**config.mk**
```make
export PLATFORM = sky130hd
export DESIGN_NAME = time_of_day_clock_ascii
export DESIGN_NICKNAME = d
export VERILOG_FILES = /design/src/design/tod_pkg.sv /design/src/design/tod_front.sv /design/src/design/tod_fifo.sv /design/src/design/tod_back.sv /design/src/design/time_of_day_clock_ascii.sv
export SDC_FILE = /design/constraint.sdc
export NUM_CORES = 1
export LEC_CHECK = 0
export ABC_CLOCK_PERIOD_IN_PS = 5240
export BUFFER_PORTS_ARGS = -buffer_cell sky130_fd_sc_hd__buf_2
export CAP_MARGIN = 20
export CORE_MARGIN = 2
export CORE_UTILIZATION = 57
export CTS_CLUSTER_DIAMETER = 40
export DETAILED_ROUTE_END_ITERATION = 8
export PLACE_DENSITY_LB_ADDON = 0.25
export REMOVE_ABC_BUFFERS = 1
export SYNTH_ARGS = -nofsm -noshare
export SYNTH_HDL_FRONTEND = slang
export SYNTH_SLANG_ARGS = --single-unit
```
**constraint.sdc**
```tcl
create_clock -name clk -period 5.24 [get_ports clk]
set_input_delay 0.786 -clock clk [delete_from_list [all_inputs] [get_ports clk]]
set_output_delay 0.786 -clock clk [all_outputs]
set_load 0.005 [all_outputs]
```
**src/design/tod_pkg.sv**
```systemverilog
`timescale 1ns / 1ps

package tod_pkg;

    localparam int unsigned TPS_RESET   = 20;
    localparam int unsigned SEC_MOD     = 60;
    localparam int unsigned MIN_MOD     = 60;
    localparam int unsigned HOUR_MOD    = 24;
    localparam int unsigned QUEUE_DEPTH = 2;

    localparam logic [7:0] ASCII_CR    = 8'h0d;
    localparam logic [7:0] ASCII_COLON = 8'h3a;
    localparam logic [3:0] ASCII_DIGIT = 4'h3;

    // One snapshot of the time of day, taken at a second boundary.
    typedef struct packed {
        logic [4:0] hours;
        logic [5:0] minutes;
        logic [5:0] seconds;
    } time_t;

    // Two decimal digits of a value below 64, tens in the upper nibble.
    // The quotient by ten is a multiply by 205 and a shift by 11, which is
    // exact for every value in range.
    function automatic logic [7:0] split_digits(input logic [5:0] v);
        logic [13:0] prod;
        logic [2:0]  tens;
        logic [6:0]  tens_x10;
        logic [6:0]  units;
        begin
            prod     = {8'd0, v} * 14'd205;
            tens     = prod[13:11];
            tens_x10 = {4'd0, tens} * 7'd10;
            units    = {1'b0, v} - tens_x10;
            split_digits = {1'b0, tens, units[3:0]};
        end
    endfunction

endpackage

```
**src/design/tod_front.sv**
```systemverilog
`timescale 1ns / 1ps

module tod_front
    import tod_pkg::*;
(
    input  logic        clk,
    input  logic        rst_n,
    input  logic        tick_valid,
    output logic        tick_ready,
    input  logic        tick,
    input  logic        cfg_valid,
    output logic        cfg_ready,
    input  logic [7:0]  cfg_data,
    output logic        push,
    output time_t       push_data,
    input  logic        queue_full
);

    logic [7:0] tps_reg;
    logic [7:0] tick_count_reg;
    logic [7:0] tick_count_next;
    time_t      time_reg;
    time_t      time_next;
    logic [8:0] count_inc;
    logic [6:0] sec_inc;
    logic [6:0] min_inc;
    logic [5:0] hour_inc;
    logic       accept;
    logic       boundary;

    assign cfg_ready  = 1'b1;
    assign tick_ready = !queue_full;
    assign accept     = tick_valid && tick_ready && tick;

    assign count_inc = {1'b0, tick_count_reg} + 9'd1;
    assign boundary  = count_inc >= {1'b0, tps_reg};
    assign sec_inc   = {1'b0, time_reg.seconds} + 7'd1;
    assign min_inc   = {1'b0, time_reg.minutes} + 7'd1;
    assign hour_inc  = {1'b0, time_reg.hours} + 6'd1;

    always_comb
    begin
        tick_count_next = boundary ? 8'd0 : count_inc[7:0];
        time_next       = time_reg;
        if (sec_inc >= 7'(SEC_MOD))
        begin
            time_next.seconds = '0;
            if (min_inc >= 7'(MIN_MOD))
            begin
                time_next.minutes = '0;
                time_next.hours   = (hour_inc >= 6'(HOUR_MOD)) ? 5'd0 : hour_inc[4:0];
            end
            else
            begin
                time_next.minutes = min_inc[5:0];
            end
        end
        else
        begin
            time_next.seconds = sec_inc[5:0];
        end
    end

    assign push      = accept && boundary;
    assign push_data = time_next;

    always_ff @(posedge clk or negedge rst_n)
    begin
        if (!rst_n)
        begin
            tps_reg        <= 8'(TPS_RESET);
            tick_count_reg <= '0;
            time_reg       <= '0;
        end
        else
        begin
            if (cfg_valid && cfg_ready)
            begin
                tps_reg <= cfg_data;
            end
            if (accept)
            begin
                tick_count_reg <= tick_count_next;
                if (boundary)
                begin
                    time_reg <= time_next;
                end
            end
        end
    end

endmodule

```
**src/design/tod_fifo.sv**
```systemverilog
`timescale 1ns / 1ps

module tod_fifo
    import tod_pkg::*;
#(
    parameter int unsigned DEPTH = QUEUE_DEPTH
)
(
    input  logic  clk,
    input  logic  rst_n,
    input  logic  push,
    input  time_t push_data,
    output logic  full,
    input  logic  pop,
    output time_t pop_data,
    output logic  not_empty
);

    localparam int unsigned PTR_W = (DEPTH > 1) ? $clog2(DEPTH) : 1;
    localparam int unsigned CNT_W = $clog2(DEPTH + 1);

    time_t             entry_reg [DEPTH];
    logic [PTR_W-1:0]  wr_ptr_reg;
    logic [PTR_W-1:0]  rd_ptr_reg;
    logic [CNT_W-1:0]  count_reg;
    logic              do_push;
    logic              do_pop;

    assign full      = count_reg == CNT_W'(DEPTH);
    assign not_empty = count_reg != '0;
    assign pop_data  = entry_reg[rd_ptr_reg];
    assign do_push   = push && !full;
    assign do_pop    = pop && not_empty;

    always_ff @(posedge clk)
    begin
        if (do_push)
        begin
            entry_reg[wr_ptr_reg] <= push_data;
        end
    end

    always_ff @(posedge clk or negedge rst_n)
    begin
        if (!rst_n)
        begin
            wr_ptr_reg <= '0;
            rd_ptr_reg <= '0;
            count_reg  <= '0;
        end
        else
        begin
            if (do_push)
            begin
                wr_ptr_reg <= (wr_ptr_reg == PTR_W'(DEPTH - 1)) ? '0 : wr_ptr_reg + 1'b1;
            end
            if (do_pop)
            begin
                rd_ptr_reg <= (rd_ptr_reg == PTR_W'(DEPTH - 1)) ? '0 : rd_ptr_reg + 1'b1;
            end
            if (do_push && !do_pop)
            begin
                count_reg <= count_reg + 1'b1;
            end
            else if (do_pop && !do_push)
            begin
                count_reg <= count_reg - 1'b1;
            end
        end
    end

endmodule

```
**src/design/tod_back.sv**
```systemverilog
`timescale 1ns / 1ps

module tod_back
    import tod_pkg::*;
(
    input  logic       clk,
    input  logic       rst_n,
    input  logic       queue_valid,
    input  time_t      queue_data,
    output logic       pop,
    output logic       out_valid,
    input  logic       out_ready,
    output logic [7:0] char_out,
    output logic       last
);

    localparam logic [3:0] POS_CR       = 4'd0;
    localparam logic [3:0] POS_HOUR_T   = 4'd1;
    localparam logic [3:0] POS_HOUR_U   = 4'd2;
    localparam logic [3:0] POS_COLON_HM = 4'd3;
    localparam logic [3:0] POS_MIN_T    = 4'd4;
    localparam logic [3:0] POS_MIN_U    = 4'd5;
    localparam logic [3:0] POS_COLON_MS = 4'd6;
    localparam logic [3:0] POS_SEC_T    = 4'd7;
    localparam logic [3:0] POS_SEC_U    = 4'd8;

    logic       busy_reg;
    logic [3:0] pos_reg;
    logic [7:0] hour_dig_reg;
    logic [7:0] min_dig_reg;
    logic [7:0] sec_dig_reg;
    logic       out_valid_reg;
    logic [7:0] char_reg;
    logic       last_reg;
    logic       advance;
    logic       line_done;
    logic       load;
    logic [7:0] byte_next;

    assign advance   = busy_reg && (!out_valid_reg || out_ready);
    assign line_done = advance && (pos_reg == POS_SEC_U);
    assign load      = queue_valid && (!busy_reg || line_done);
    assign pop       = load;

    always_comb
    begin
        unique case (pos_reg)
            POS_CR:       byte_next = ASCII_CR;
            POS_HOUR_T:   byte_next = {ASCII_DIGIT, hour_dig_reg[7:4]};
            POS_HOUR_U:   byte_next = {ASCII_DIGIT, hour_dig_reg[3:0]};
            POS_COLON_HM: byte_next = ASCII_COLON;
            POS_MIN_T:    byte_next = {ASCII_DIGIT, min_dig_reg[7:4]};
            POS_MIN_U:    byte_next = {ASCII_DIGIT, min_dig_reg[3:0]};
            POS_COLON_MS: byte_next = ASCII_COLON;
            POS_SEC_T:    byte_next = {ASCII_DIGIT, sec_dig_reg[7:4]};
            POS_SEC_U:    byte_next = {ASCII_DIGIT, sec_dig_reg[3:0]};
            default:      byte_next = ASCII_CR;
        endcase
    end

    always_ff @(posedge clk)
    begin
        if (load)
        begin
            hour_dig_reg <= split_digits({1'b0, queue_data.hours});
            min_dig_reg  <= split_digits(queue_data.minutes);
            sec_dig_reg  <= split_digits(queue_data.seconds);
        end
        if (advance)
        begin
            char_reg <= byte_next;
            last_reg <= pos_reg == POS_SEC_U;
        end
    end

    always_ff @(posedge clk or negedge rst_n)
    begin
        if (!rst_n)
        begin
            busy_reg      <= 1'b0;
            pos_reg       <= POS_CR;
            out_valid_reg <= 1'b0;
        end
        else
        begin
            if (load)
            begin
                busy_reg <= 1'b1;
                pos_reg  <= POS_CR;
            end
            else if (line_done)
            begin
                busy_reg <= 1'b0;
                pos_reg  <= POS_CR;
            end
            else if (advance)
            begin
                pos_reg <= pos_reg + 4'd1;
            end

            if (advance)
            begin
                out_valid_reg <= 1'b1;
            end
            else if (out_ready)
            begin
                out_valid_reg <= 1'b0;
            end
        end
    end

    assign out_valid = out_valid_reg;
    assign char_out  = char_reg;
    assign last      = last_reg;

endmodule

```
**src/design/time_of_day_clock_ascii.sv**
```systemverilog
`timescale 1ns / 1ps

// Time-of-day clock with an ASCII time line. Every accepted transaction on
// the tick channel with tick set is one timer period; a prescaler counts
// these up to ticks_per_second (20 after reset, written through the cfg
// channel, where a value of zero or one makes every tick a second). At each
// second the seconds, minutes and hours advance with wraps at 60, 60 and 24,
// and the block sends nine bytes on the output channel: a carriage return,
// then HH:MM:SS in decimal, with last set on the ninth byte. A tick with the
// tick field clear changes nothing. Ticks that do not end a second are taken
// one per cycle while the queue is not full. A second boundary places a time
// snapshot in a queue of QUEUE_DEPTH lines; the serializer behind it sends
// one byte per cycle while the output channel is ready, and lines follow each
// other without a gap. The tick channel drops ready only while the queue is
// full, which happens when seconds arrive faster than lines go out or the
// output channel stalls.
module time_of_day_clock_ascii
    import tod_pkg::*;
#(
    parameter int unsigned QUEUE_DEPTH_P = QUEUE_DEPTH
)
(
    input  logic       clk,
    input  logic       rst_n,
    input  logic       tick_valid,
    output logic       tick_ready,
    input  logic       tick,
    input  logic       cfg_valid,
    output logic       cfg_ready,
    input  logic [7:0] cfg_data,
    output logic       out_valid,
    input  logic       out_ready,
    output logic [7:0] char_out,
    output logic       last
);

    // Snapshot handoff between the counting front end and the serializer.
    logic  push;
    time_t push_data;
    logic  queue_full;
    logic  pop;
    time_t pop_data;
    logic  queue_valid;

    // The front end keeps the configuration register, the prescaler and
    // the time counters, and produces one snapshot per second.
    tod_front u_front (
        .clk        (clk),
        .rst_n      (rst_n),
        .tick_valid (tick_valid),
        .tick_ready (tick_ready),
        .tick       (tick),
        .cfg_valid  (cfg_valid),
        .cfg_ready  (cfg_ready),
        .cfg_data   (cfg_data),
        .push       (push),
        .push_data  (push_data),
        .queue_full (queue_full)
    );

    // The queue lets counting continue while a line is still going out.
    tod_fifo #(
        .DEPTH (QUEUE_DEPTH_P)
    ) u_fifo (
        .clk       (clk),
        .rst_n     (rst_n),
        .push      (push),
        .push_data (push_data),
        .full      (queue_full),
        .pop       (pop),
        .pop_data  (pop_data),
        .not_empty (queue_valid)
    );

    // The serializer turns each snapshot into digits and sends the line
    // through its output register.
    tod_back u_back (
        .clk         (clk),
        .rst_n       (rst_n),
        .queue_valid (queue_valid),
        .queue_data  (pop_data),
        .pop         (pop),
        .out_valid   (out_valid),
        .out_ready   (out_ready),
        .char_out    (char_out),
        .last        (last)
    );

endmodule

```
After elaboration in Yosys (flattened, before gate mapping)
Memories as Yosys holds them, arrays and structs flattened.
Cells that the tools add are included.

word-level totals
  bits in registers = 72
  RAM bits = 34
  input port bits = 14
  logic and storage cells = 92
  memories = 1

cells by class
  add/sub/neg operators = 12
  multipliers = 6
  $lt $le $gt $ge = 4
  equality and inequality tests = 9
  mux-type cells = 20
  reductions and logical operators = 24

memories
  memory            depth  width  rd ports  clocked after memory_dff  write ports  RTL line        RTL
  u_fifo.entry_reg  2      17     1         0                         1            tod_fifo.sv:22  time_t entry_reg [DEPTH];

operators with widths
  cell                                                                count
  case mux 6 bit (7 select lines)                                     1
  multiplier 6 x 8 -> 14 bit (second input constant)                  2
  == test 4 x 3 -> 1 bit (second input constant)                      4
  adder 6 x 1 -> 7 bit (second input constant)                        2
  greater-or-equal comparator 7 x 6 -> 1 bit (second input constant)  2
  multiplier 5 x 8 -> 13 bit (second input constant)                  1
  two-way mux 4 bit                                                   3
  two-way mux 6 bit                                                   2
  subtractor 4 bit                                                    3
  two-way mux 11 bit                                                  1
  logical AND 1 bit                                                   10
  two-way mux 5 bit                                                   2
  adder 8 x 1 -> 9 bit (second input constant)                        1
  greater-or-equal comparator 9 x 8 -> 1 bit                          1
  == test 4 x 2 -> 1 bit (second input constant)                      2
  two-way mux 1 bit                                                   8
  two-way mux 8 bit                                                   1
  nonzero test 2 bit                                                  4
  adder 5 x 1 -> 6 bit (second input constant)                        1
  greater-or-equal comparator 6 x 5 -> 1 bit (second input constant)  1
  multiplier 3 x 3 -> 3 bit (second input constant)                   2
  logical NOT 1 bit                                                   5
  adder 4 x 1 -> 4 bit (second input constant)                        1
  == test 4 x 1 -> 1 bit (second input constant)                      1
  other kinds (11)                                                    14

Longest topological paths before layout
Gate-level depths: netlist of run 1.

  depth after elaboration = 10
  depth in mapped cells = 20

By module
A second synthesis of run 1 with hierarchy kept.

second synthesis, totals
  cells, all modules = 626
  area total of the unflattened synthesis = 7,023.0 um^2

by module, submodules not included
  module     times used  cells each  area an instance (um^2)  seq. area each (um^2)
  tod_back   1           308         3,281.9                  930.9
  tod_front  1           246         2,263.4                  828.3
  tod_fifo   1           72          1,477.7                  1,121.1

Worst setup path after synthesis of run 1
Ideal clock, no wire load.

  kind = register to register
  from = reg u_fifo.rd_ptr_reg
  to = reg u_back.sec_dig_reg[3] (data pin)
  library setup time = 0.262 ns
  arrival = 4.832 ns
  required time = 4.978 ns
  path slack = 0.146 ns
  cell stages (with the launch flop) = 19
  path buffers = 2
  clock period less this slack = 5.094 ns
  path through = dfrtp_1 > buf_2 > buf_1 > mux2_2 > ha_1 > inv_1 > fa_1 > fa_1 > ha_1 > a21o_1 > a21oi_1 > o211ai_1 > a21oi_1 > xnor2_1 > ha_1 > fa_1 > xor2_1 > xnor3_1 > xnor2_1

between the ends
  word-level cells in the longest chain between the ends = 4

ends and longest elaborated chain
  item                        RTL line        RTL
  start, declared             tod_fifo.sv:24  logic [PTR_W-1:0] rd_ptr_reg;
  start signal, assigned      tod_fifo.sv:59  rd_ptr_reg <= (rd_ptr_reg == PTR_W'(DEPTH - 1)) ? '0 : rd_ptr_reg + 1'b1;
  memory (2 x 17 bit) *       --
  multiplier 6 x 8 -> 14 bit  tod_pkg.sv:31   prod = {8'd0, v} * 14'd205;
  multiplier 3 x 3 -> 3 bit   tod_pkg.sv:33   tens_x10 = {4'd0, tens} * 7'd10;
  subtractor 4 bit *          tod_pkg.sv:34   units = {1'b0, v} - tens_x10;
  end signal, assigned        tod_back.sv:67  sec_dig_reg <= split_digits(queue_data.seconds);
  end, declared               tod_back.sv:31  logic [7:0] sec_dig_reg;

Mark *: on every way between the ends. The rest lies on a longest branch, timed or not.
A chain may end at the register's enable or synchronous reset.

Worst setup path in the final report of run 1
Ends and elaborated chain as after synthesis.

==> run metrics, run 1 <==
die area 12800 um2; Cells after Synth 606; P_leak 3.32 nW; Core Area 11500 um2; CTS max path bufs 2; Final Hold Fails 0; async set-reset flop share out of synthesis 41.7%; CP startpoint kind flip-flop; Worst EP required 5.33 ns; H-tree levels 3; Congestion Overflow GR 0; Ant. Diodes 0; global-route usage over all layers 21.4%; layout filler cell count 876; Detailed Route WL 12700 um; CTS tree built; Most used DFF post-synth edfxtp_1; final setup TNS 0 ns; setup repair bufs after CTS 0; worst setup path class flip-flop to flip-flop; routed vias 4545; via density per instance 5.90; area grow syn2layout 7.99%; drt first pass iters 7; critical path arrival 5.04 ns; Initial DRC Count 323; sequential area share after synthesis 42.5%; vias in the first global route 4619; layout cells sized above 1 12.4%; remaining antenna violation count 0; Tcrit/Tclk final 94.5%; cts repair resizes 0; PD cells 633 nW/um2; clk_lat worst skew 0.35 ns; clock-pin slew of the registers on the worst-case setup and hold paths about 0.080 ns; CP Capture Type flip-flop; Inserted Clock Buffers 9; fin area 7320 um2; final net count 742; Fin Clk Skew 0.00909 ns; Worst Setup Slack, final ~0.29 ns; pre-CTS setup slack 0.198 ns; drt wl/cell 16.4 um; global placer's final weighted congestion 0.859; initial antenna violation count 0; Worst-Margin Slew 0.800 ns; number of setup violations in the final report 0; Port Buffers 22; residual DRC count 2; mapped cell area 6780 um2; Highest Clock Rate 202 MHz; largest net degree at the start of global routing 44; number of synthesized flops with an enable pin 60; Max Transition Viols Final 0; Worst Hold Class primary input to async pin; Seq cells post-synth 103; commonest non-fill, non-tap cells in the layout 89 x ha_1, 60 x edfxtp_1, 53 x inv_1; Die Wd 113 um; placed cell area between 6000 and 7000 um2; Die Y about 110 um; Tmin final just under 5 ns; crit-path max FO 22; Multi-input gate area 3610 um2; DPL Wire Length 9530 um; violated checks DRC; Synth warnings 0; max cap viols 0; Clk Tree Root Cell clkbuf_16; Max IR drop VDD 0.291 mV; average size of a mapped cell roughly 11 um2; Worst Hold Slack between 0.2 and 0.3 ns; max_slew headroom 46.7%; CTS Hold Bufs 0; status complete, but fails checks; clk sink count 103; Yosys cell types 65; commonest non-fill, non-tap cell in the layout ha_1; first-pass GRT wire length approximately 22000 um; max reg flops 34; number of top-level pins 26; Initial Util about three fifths; Rows 39; RSZ-0062 raised after global routing no; Sequential Area 2880 um2
-- through the flow --
step	util, %	total power [mW]	cells
floorplan	-	3.28	585
global placement	60.7	3.76	753
detailed placement	60.7	3.93	753
CTS	63.3	4.63	769
global route	63.6	5.13	770
finish	63.6	4.64	770
-- cell type report --
class | count | area share [%]
multi-input cells | 429 | 49.3
repair buffers | 26 | 2.09
inverters | 53 | 2.72
clock inverters | 7 | 1.03
clock buffers | 9 | 3.08
flip-flops and latches | 103 | 39.3
well taps | 143 | 2.44
-- cell usage after synthesis, types with 4 or more instances --
master,n,area (um2)
ha_1,89,1110
edfxtp_1,60,1800
inv_1,53,199
dfrtp_1,41,1030
nand2_1,41,154
o21ai_0,38,190
nand3_1,26,130
a21oi_1,24,120
nor2_1,20,75.1
mux2_2,19,214
fa_1,17,340
xnor2_1,17,149
nand2b_1,12,75.1
xor2_1,12,105
clkbuf_1,11,41.3
mux2i_1,10,100
o31ai_1,10,75.1
a21o_1,8,60.1
and3_1,7,43.8
buf_2,6,30.0
o211ai_1,6,45.0
a211oi_1,4,30.0
buf_4,4,30.0
nor2b_1,4,25.0
or2_2,4,25.0
-- power by group --
| part | internal [mW] | switching [mW] | total (mW) |
|---|---|---|---|
| clock | 0.339 | 0.323 | 0.662 |
| combinational | 1.27 | 1.48 | 2.76 |
| sequential | 1.13 | 0.0913 | 1.22 |
-- cells by family after synthesis --
| family | Yosys count | synth area share (%) |
|---|---|---|
| other cells | 2 | 0.111 |
| mux | 30 | 4.85 |
| fa+ha+maj | 106 | 21.4 |
| xor+xnor | 31 | 4.41 |
| simple gates | 136 | 10.3 |
| compound gates | 123 | 11.9 |
| flops | 103 | 42.5 |
| buf+inv | 75 | 4.49 |
-- per-layer routing --
metal,GRT usage (%),routed length (um),up-vias
li1,-,-,2212
met1,26.7,5530,2208
met2,38.2,6540,105
met3,3.70,391,20
met4,6.10,198,0
met5,0,0,-
-- worst paths after layout --
kind | startpoint | endpoint | slack (ns) | cells after the start
worst min register to register | u_fifo.wr_ptr_reg$_DFFE_PN0P_ | u_fifo.wr_ptr_reg$_DFFE_PN0P_ | 0.50 | 1
worst max-delay path | u_fifo.rd_ptr_reg$_DFFE_PN0P_ | u_back.sec_dig_reg[3]$_DFFE_PP_ | 0.29 | 17
max in group asynchronous | rst_n | u_front.tps_reg[2]$_DFFE_PN1P_ | 4.44 | 2
worst max register to register | u_fifo.rd_ptr_reg$_DFFE_PN0P_ | u_back.sec_dig_reg[3]$_DFFE_PP_ | 0.29 | 17
worst min-delay path | rst_n | u_front.tps_reg[1]$_DFFE_PN0P_ | 0.28 | 1
min in group clk | u_fifo.wr_ptr_reg$_DFFE_PN0P_ | u_fifo.wr_ptr_reg$_DFFE_PN0P_ | 0.50 | 1
-- worst max-delay path, cell delays in order, from the launching register on --
cell and delay (ns):
dfrtp_1 0.32, buf_4 0.30, mux2_2 0.41, ha_1 0.29, inv_1 0.07, fa_1 0.47
fa_1 0.48, ha_1 0.33, a21o_1 0.17, a21oi_1 0.15, o211ai_1 0.15, a21oi_2 0.25
o21bai_1 0.10, xor2_1 0.18, fa_1 0.43, xor2_1 0.19, xnor3_1 0.26, xnor2_1 0.13
(Power assumes the default switching activity.)
==> run 2: changes to the inputs <==
--- a/config.mk
+++ b/config.mk
@@ -6,12 +6,12 @@
 export NUM_CORES = 1
 export LEC_CHECK = 0
 export ABC_CLOCK_PERIOD_IN_PS = 5240
-export BUFFER_PORTS_ARGS = -buffer_cell sky130_fd_sc_hd__buf_2
 export CAP_MARGIN = 20
 export CORE_MARGIN = 2
-export CORE_UTILIZATION = 57
+export CORE_UTILIZATION = 40
 export CTS_CLUSTER_DIAMETER = 40
 export DETAILED_ROUTE_END_ITERATION = 8
+export DONT_BUFFER_PORTS = 1
 export PLACE_DENSITY_LB_ADDON = 0.25
 export REMOVE_ABC_BUFFERS = 1
 export SYNTH_ARGS = -nofsm -noshare
==> run metrics, run 2 (synthesis results as in run 1) <==
Initial DRC Count between 200 and 250; Max Transition Viols Final 0; clk sink count roughly 100; largest net degree at the start of global routing 44; Worst-Margin Slew 0.813 ns; Congestion Overflow GR 0; Clk Tree Root Cell clkbuf_16; Reg2Reg Depth 17; worst setup path start u_fifo.rd_ptr_reg$_DFFE_PN0P_; Sequential Area 2880 um2; Core Area ~17000 um2; remaining antenna violation count 0; Die Wd 134 um; final net count 720; CTS Hold Bufs 0; crit-path cells buf_4, mux2_2, ha_1, inv_1, fa_1, fa_1, ha_1, a21o_1, a21oi_1, o211ai_1, a21oi_1, xnor2_1, ha_1, fa_1, xor2_1, xnor3_1, xnor2_1; GR Util met2 25.1%; area grow syn2layout 7.44%; global placer's final weighted congestion 0.887; setup repair bufs after CTS 0; layout cells sized above 1 approximately 8.8%; cts repair resizes 0; Worst EP required 5.34 ns; CTS tree built; worst setup path class flip-flop to flip-flop; Highest Clock Rate 204 MHz; Buf/Inv on CP 2; drt wl/cell 14.8 um; Initial Util 40.9%; Tcrit/Tclk final 93.7%; Fin Clk Skew approximately 0.0089 ns; drt first pass iters 6; crit-path max FO 13; max cap viols 0; commonest non-fill, non-tap cells in the layout 89 x ha_1, 60 x edfxtp_1, 53 x inv_1; CP startpoint kind flip-flop; GR Util met1 around a fifth; clock-pin slew of the registers on the worst-case setup and hold paths 0.07 ns; max_slew headroom 45.8%; P_leak 3.23 nW; Detailed Route WL 12200 um; Multi-input gate area 3600 um2; CTS max path bufs 2; RR Startpoint u_fifo.rd_ptr_reg$_DFFE_PN0P_; final total power 4.52 mW; CP max stage delay 0.48 ns; Crit-path slowest cell fa_1; critical path arrival 5.01 ns; die area 18000 um2; Die Y 134 um; Inserted Clock Buffers 9; routed vias about 4.4k; residual DRC count 0; first-pass GRT wire length 21500 um; via density per instance 5.29; met3 usage 3.55%; PD cells 621 nW/um2; final setup TNS 0 ns; Ant. Diodes 0; H-tree levels 3; RSZ-0062 raised after global routing no; Worst path depth 17; DPL Wire Length 9410 um; Rows 47; CP Capture Type flip-flop; vias in the first global route 4404; Tmin final 4.91 ns; Top Family by Delay on Critical Path adder cells; busiest metal layer after global routing met2; Final Hold Fails 0; clk_lat worst skew around 0.36 ns; status finished clean; Max IR drop VDD slightly above 0.3 mV; layout filler cell count 1567; number of top-level pins 26; global-route usage over all layers 14.9%; commonest non-fill, non-tap cell in the layout ha_1; Worst Hold Class primary input to async pin; max reg flops 34; initial antenna violation count 0; Port Buffers 0; number of setup violations in the final report 0
==> run 2: cell count changes in the layout (fill, tap and decap cells not counted), sizes merged <==
cell    before  now
clkbuf       9   10
clkinv       2    1
buf         26    4
==> run 2: layout make-up <==
| type | instances | area share [%] |
|---|---|---|
| multi-input combinational | 429 | 49.4 |
| sequential | 103 | 39.5 |
| tap | 220 | 3.78 |
| clock buffer | 10 | 3.28 |
| inverter | 53 | 2.73 |
| clock inverter | 6 | 0.842 |
| timing repair buffer | 4 | 0.412 |
==> run 2: power breakdown <==
part / total [mW] / switching, mW / internal [mW]
registers: 1.22 / 0.0983 / 1.13
clock network: 0.666 / 0.319 / 0.348
logic: 2.63 / 1.40 / 1.23
total: 4.52 / 1.82 / 2.70
==> run 2: final timing paths <==
| path | slack (ns) | endpoint |
|---|---|---|
| setup / recovery | 0.33 | u_back.sec_dig_reg[3]$_DFFE_PP_ |
| hold / removal | 0.12 | u_front.tps_reg[5]$_DFFE_PN0P_ |
| setup reg to reg | 0.33 | u_back.sec_dig_reg[3]$_DFFE_PP_ |
| hold reg to reg | 0.50 | u_fifo.wr_ptr_reg$_DFFE_PN0P_ |
| max in group asynchronous | 4.96 | u_front.tps_reg[4]$_DFFE_PN1P_ |
| min in group clk | 0.48 | u_front.tps_reg[4]$_DFFE_PN1P_ |
==> run 2: through the flow <==
| step | instance area (um2) | setup WS (ns) | hold slack [ns] | std cells | utilization, % |
|---|---|---|---|---|---|
| 2_1_floorplan | 6680 | 0.357 | 0.450 | 585 | - |
| 3_3_place_gp | 6980 | 0.481 | 0.476 | 809 | 42.1 |
| 3_5_place_dp | 6980 | 0.314 | 0.481 | 809 | 42.1 |
| 4_1_cts | 7280 | 0.302 | 0.101 | 825 | 43.9 |
| 5_1_grt | 7280 | 0.0249 | 0.0898 | 825 | 43.9 |
| 6_report | 7280 | 0.330 | 0.116 | 825 | 43.9 |
==> run 2: worst register-to-register path, cell delays in order (launching register included) <==
cell and delay (ns):
dfrtp_1 0.35, buf_4 0.21, mux2_2 0.39, ha_1 0.28, inv_1 0.06, fa_1 0.45, fa_1 0.48, ha_1 0.33
a21o_1 0.17, a21oi_1 0.14, o211ai_1 0.13, a21oi_1 0.36, xnor2_1 0.15, ha_1 0.21, fa_1 0.37, xor2_1 0.18
xnor3_1 0.26, xnor2_1 0.13
==> run 2: per-layer routing <==
metal	up-vias	share of wire, %
met4	0	1.8
met2	73	49
met1	2103	46
met3	20	3.1
li1	2170	-
met5	-	0
